**config.mk**
```make
export PLATFORM = sky130hd
export DESIGN_NAME = jetp_map
export DESIGN_NICKNAME = d
export VERILOG_FILES = /design/src/hdl/julia_escape_time_pixel_macros.svh /design/src/hdl/jetp_pkg.sv /design/src/hdl/jetp_map.sv
export SDC_FILE = /design/constraint.sdc
export NUM_CORES = 2
export LEC_CHECK = 0
export ABC_AREA = 1
export BUFFER_PORTS_ARGS = -buffer_cell sky130_fd_sc_hd__buf_2
export CAP_MARGIN = 10
export CORE_MARGIN = 2
export CORE_UTILIZATION = 40
export DETAILED_ROUTE_END_ITERATION = 7
export GPL_TIMING_DRIVEN = 0
export PLACE_DENSITY_LB_ADDON = 0.3
export SLEW_MARGIN = 0
export SYNTH_ARGS = -nofsm -noshare
export SYNTH_HDL_FRONTEND = slang
export SYNTH_SLANG_ARGS = --single-unit
```
**constraint.sdc**
```tcl
create_clock -name clk -period 7.8 [get_ports clk]
set_input_delay 0.39 -clock clk [delete_from_list [all_inputs] [get_ports clk]]
set_output_delay 0.39 -clock clk [all_outputs]
set_load 0.05 [all_outputs]
```
**src/hdl/julia_escape_time_pixel_macros.svh**
```systemverilog
// Assertion helpers used by the RTL file that checks itself.
`ifndef JULIA_ESCAPE_TIME_PIXEL_MACROS_SVH
`define JULIA_ESCAPE_TIME_PIXEL_MACROS_SVH

// Condition must hold in the same cycle as the trigger.
`define JETP_ASSERT_NOW(label, ante, cons) \
  label: assert property (@(posedge clk) disable iff (rst) (ante) |-> (cons)) \
    else $error("jetp assertion failed");

// Condition must hold in the cycle after the trigger.
`define JETP_ASSERT_NEXT(label, ante, cons) \
  label: assert property (@(posedge clk) disable iff (rst) (ante) |=> (cons)) \
    else $error("jetp assertion failed");

`endif

```
**src/hdl/jetp_pkg.sv**
```systemverilog
`default_nettype none

package jetp_pkg;

  // Coordinate and fixed-point geometry.
  localparam int COORD_BITS = 12;
  localparam int FRAC_BITS  = 28;
  localparam int PIX_W      = 12;
  localparam int ZW         = FRAC_BITS + 4;
  localparam int PW         = 2 * ZW;
  localparam int ITER_W     = 10;
  localparam int CELLS      = 4;

  // Register field widths.
  localparam int XO_W   = 21;
  localparam int STEP_W = 31;
  localparam int C_W    = 32;
  localparam int THR_W  = 32;

  localparam int CFG_IDX_W  = 3;
  localparam int CFG_DATA_W = 32;

  // Derived datapath widths.
  localparam int DIFF_W = ((COORD_BITS + 1 > XO_W) ? COORD_BITS + 1 : XO_W) + 1;
  localparam int PROD_W = DIFF_W + STEP_W + 1;
  localparam int SUM_W  = ((PW + 2 - FRAC_BITS > C_W + 1) ? PW + 2 - FRAC_BITS : C_W + 1) + 1;
  localparam int WIDE_W = (PROD_W > SUM_W) ? PROD_W : SUM_W;
  localparam int MAG_W  = (PW + 1 > THR_W + FRAC_BITS) ? PW + 1 : THR_W + FRAC_BITS;

  localparam logic signed [WIDE_W-1:0] Z_HI = (WIDE_W'(1) <<< (ZW - 1)) - WIDE_W'(1);
  localparam logic signed [WIDE_W-1:0] Z_LO = -Z_HI - WIDE_W'(1);

  // Register reset values.
  localparam logic signed [XO_W-1:0]  X_ORIGIN_RST = '0;
  localparam logic signed [XO_W-1:0]  Y_ORIGIN_RST = '0;
  localparam logic [STEP_W-1:0]       STEP_RST     = STEP_W'(1048576);
  localparam logic signed [C_W-1:0]   C_REAL_RST   = -32'sd200099842;
  localparam logic signed [C_W-1:0]   C_IMAG_RST   = 32'sd30335891;
  localparam logic [THR_W-1:0]        THR_RST      = 32'd403182518;
  localparam logic [ITER_W-1:0]       LIMIT_RST    = 10'd200;

  // Color constants.
  localparam logic [7:0] RED_MUL  = 8'd10;
  localparam logic [7:0] RED_BASE = 8'd50;
  localparam logic [7:0] FULL     = 8'd255;

  typedef enum logic [CFG_IDX_W-1:0] {
    REG_X_ORIGIN,
    REG_Y_ORIGIN,
    REG_PIXEL_STEP,
    REG_C_REAL,
    REG_C_IMAG,
    REG_ESCAPE_THRESHOLD,
    REG_ITERATION_LIMIT
  } cfg_reg_t;

  typedef enum logic [1:0] {
    ST_IDLE,
    ST_MAP,
    ST_RUN,
    ST_HOLD
  } state_t;

  typedef struct packed {
    logic [PIX_W-1:0] pixel_x;
    logic [PIX_W-1:0] pixel_y;
  } pixel_in_t;

  typedef struct packed {
    logic [7:0] red;
    logic [7:0] green;
    logic [7:0] blue;
    logic [7:0] alpha;
    logic       escaped;
  } color_out_t;

  typedef struct packed {
    logic signed [C_W-1:0] c_real;
    logic signed [C_W-1:0] c_imag;
    logic [THR_W-1:0]      thr;
    logic [ITER_W-1:0]     limit;
  } orbit_cfg_t;

  typedef struct packed {
    logic                 valid;
    logic                 done;
    logic                 escaped;
    logic [ITER_W-1:0]    iter;
    logic signed [ZW-1:0] zr;
    logic signed [ZW-1:0] zi;
  } token_t;

  // Saturate a wide signed value to the Q4.F range of a z component.
  function automatic logic signed [ZW-1:0] sat_z(input logic signed [WIDE_W-1:0] v);
    logic signed [ZW-1:0] r;
    if (v > Z_HI) begin
      r = ZW'(Z_HI);
    end else if (v < Z_LO) begin
      r = ZW'(Z_LO);
    end else begin
      r = ZW'(v);
    end
    return r;
  endfunction

endpackage

`default_nettype wire

```
**src/hdl/jetp_map.sv**
```systemverilog
`default_nettype none

module jetp_map
  import jetp_pkg::*;
(
  input  wire logic                     clk,
  input  wire logic                     load,
  input  wire pixel_in_t                pix,
  input  wire logic signed [XO_W-1:0]   x_origin,
  input  wire logic signed [XO_W-1:0]   y_origin,
  input  wire logic [STEP_W-1:0]        step,
  output logic signed [ZW-1:0]          zr0,
  output logic signed [ZW-1:0]          zi0
);

  logic signed [DIFF_W-1:0] dx;
  logic signed [DIFF_W-1:0] dy;
  logic signed [PROD_W-1:0] prod_r;
  logic signed [PROD_W-1:0] prod_i;

  // Only the low coordinate bits take part; the origin is a signed column/row.
  assign dx = $signed(DIFF_W'(pix.pixel_x[COORD_BITS-1:0])) - DIFF_W'(x_origin);
  assign dy = $signed(DIFF_W'(pix.pixel_y[COORD_BITS-1:0])) - DIFF_W'(y_origin);

  always_ff @(posedge clk) begin
    if (load) begin
      prod_r <= PROD_W'(dx) * $signed({1'b0, step});
      prod_i <= PROD_W'(dy) * $signed({1'b0, step});
    end
  end

  assign zr0 = sat_z(WIDE_W'(prod_r));
  assign zi0 = sat_z(WIDE_W'(prod_i));

endmodule

`default_nettype wire

```
==> results.tsv <==
metric	value	unit
outcome	complete, but fails checks	
failing checks	DRC	
mapped cell area	52600	sq um
Synth Area in Simple Gates	22.4	%
Synth cell types	48	
Fmax achieved	132	MHz
Setup violations, final	0	
Synth Area in Compound Gates	1.71	%
XOR/XNOR Fraction of Synth Area	1.17	%
Syn Area/Cell	7.83	sq um
endpoints failing hold	0	
post-synthesis mux area share	0	%
max_cap viols	0	
post-route cell area	57500	sq um
post-DP HPWL	163000	microns
Final nets	8598	
total core area	131000	sq um
Root Driver	clkbuf_16	
vias in the first global route	45600	
CTS Buffer Depth	2	
io pins	163	
post-layout util	43.9	%
clock tree sinks	108	
1st-iter DRT viols	4356	
Vert. Die Dim	367	microns
Post-synth ARST share	0	%
WP data required	7.97	ns
Max stage delay cell, worst path	fa_1	
Worst-path clk slew	0.08	ns
Place WS	-1.35	ns
ys flop type	edfxtp_1	
DRC Markers	1	
Row Count	133	
initial core utilization	40.2	%
relative slew slack	9.25	%
most frequent cell after synthesis	nand2_1	
worst setup margin	0.223	ns
Tcrit/Tclk final	97.1	%
Area Overhead vs Synth	9.33	%
Die Wd	367	microns
largest net degree at the start of global routing	58	
Tmin final	7.58	ns
worst hold path type	in -> reg	
Net Count, Synth	8408	
Vias	45700	
CTS H-tree depth	3	
dominant cells by area after synthesis	fa_1 (44%), nand2_1 (12%), inv_1 (12%)	
Buf+Inv Stages, Crit Path	12	
Post-Place Cells	8612	
CTS tree	yes	
sequential-to-total area share from yosys stat	6.17	%
Crit path max-delay family	adder cells	
initial antenna violation count	13	
unrepaired setup endpoints after global routing	true	
final count of pins violating max slew	0	
hold buffers post-CTS	0	
die area	134000	sq um
share of post-route cells with drive strength above 1	8.44	%
largest area contributor in the netlist	fa_1	
share of the synthesized area in the top cell type	44.1	%
Ys Warns	0	
Worst Setup Start Kind	primary input	
EDFF count, synth	108	
gpl congestion	1.01	
DRT antenna net count	0	
first-pass GRT wire length	281000	microns
adder-cell share of the synthesized area	54.4	%
wire per inst	21.6	microns
grt total ovfl	0	
wirelength, routed	188000	microns
Commonest cells post-synth	nand2_1 (1630), inv_1 (1614), fa_1 (1158)	
CP Class	in -> reg	
Gate Count Post-Synth	6717	
Vias/cell	5.28	
crit path max fanout	6	
Cell Count, Final, Fillers Out	8669	
largest family of logic cells by synthesized area	adder cells	
cts bufs inserted	9	
synthesis-stage register bit count	108	
Port Buffers	138	
CP arrival	7.75	ns
Filler cells	13400	
Placed Instance Area	55500	sq um
Worst path max stage delay	0.59	ns
Overall Global Routing Usage	28.1	%
drt first pass iters	8	
nature of the critical path endpoint	register	
Slew @ Worst Pin	1.36	ns
sequential cells by signal, indices dropped and copies added (netlist names):
register,flops
prod_i,54
prod_r,54
metal layers:
layer	share of wire [%]	vias to the layer above	routed length, microns	GRT usage, %
met5	0.044	-	83	0
met4	4.0	14	7420	9.65
met3	12	388	22800	8.14
met2	43	2358	81000	42.3
met1	41	22900	76200	38.4
li1	-	20100	-	-
path summary, 6_finish.rpt:
path,slack (ns),cells after the start,from,to
worst min-delay path,0.44,4,step[0],prod_i[1]$_DFFE_PP_
worst max-delay path,0.22,35,pix[0],prod_i[25]$_DFFE_PP_
cell type report:
class,instances,area [sq um],area share [%]
antenna,3,7.51,0.0131
buffer,287,1590,2.77
clock buffer,10,229,0.398
clock inverter,5,62.6,0.109
inverter,1640,6190,10.8
multi-input combinational,4682,42900,74.6
sequential,108,3240,5.64
tap,1755,2200,3.82
timing repair buffer,179,1080,1.87
per-stage QoR:
stage,setup TNS (ns),hold WS (ns)
after floorplan,0,0.502
after global placement,-65.90,0.871
after detailed placement,-70.88,0.871
after CTS,-0.178,0.432
after global routing,-0.447,0.489
final,0,0.445
logic make-up (layout without fill, tap and decap cells):
group	count (synthesis)	count (layout)
flip-flops	108	108
buffers and inverters	1927	2121
XOR/XNOR	70	70
adder cells (fa/ha/maj)	1592	1592
AND/OR/NAND/NOR	2861	2861
other	0	3
AO/OA/AOI/OAI	159	159
cells in the final DEF (no fill, tap or decap), types with 59 or more instances in the layout:
master / instances
clkbuf_1: 152
ha_1: 405
fa_1: 1150
xor2_1: 59
nor2_1: 539
nand3_1: 497
buf_2: 181
edfxtp_1: 108
inv_1: 1603
nand2_1: 1563
a21oi_1: 78
tightest hold or removal path, stage by stage:
cell,delay [ns]
buf_2,0.10
nand2_1,0.07
inv_1,0.07
ha_1,0.13
timing repair:
item	in CTS	in global routing
pin swaps	2	40
setup buffers	1	36
setup endpoints to repair	78	75
cloned	0	1
gates resized for setup	75	357
Power is left out: the tool's default activity adds up to more than one toggle a clock period on the data nets, which glitch-free logic cannot reach.
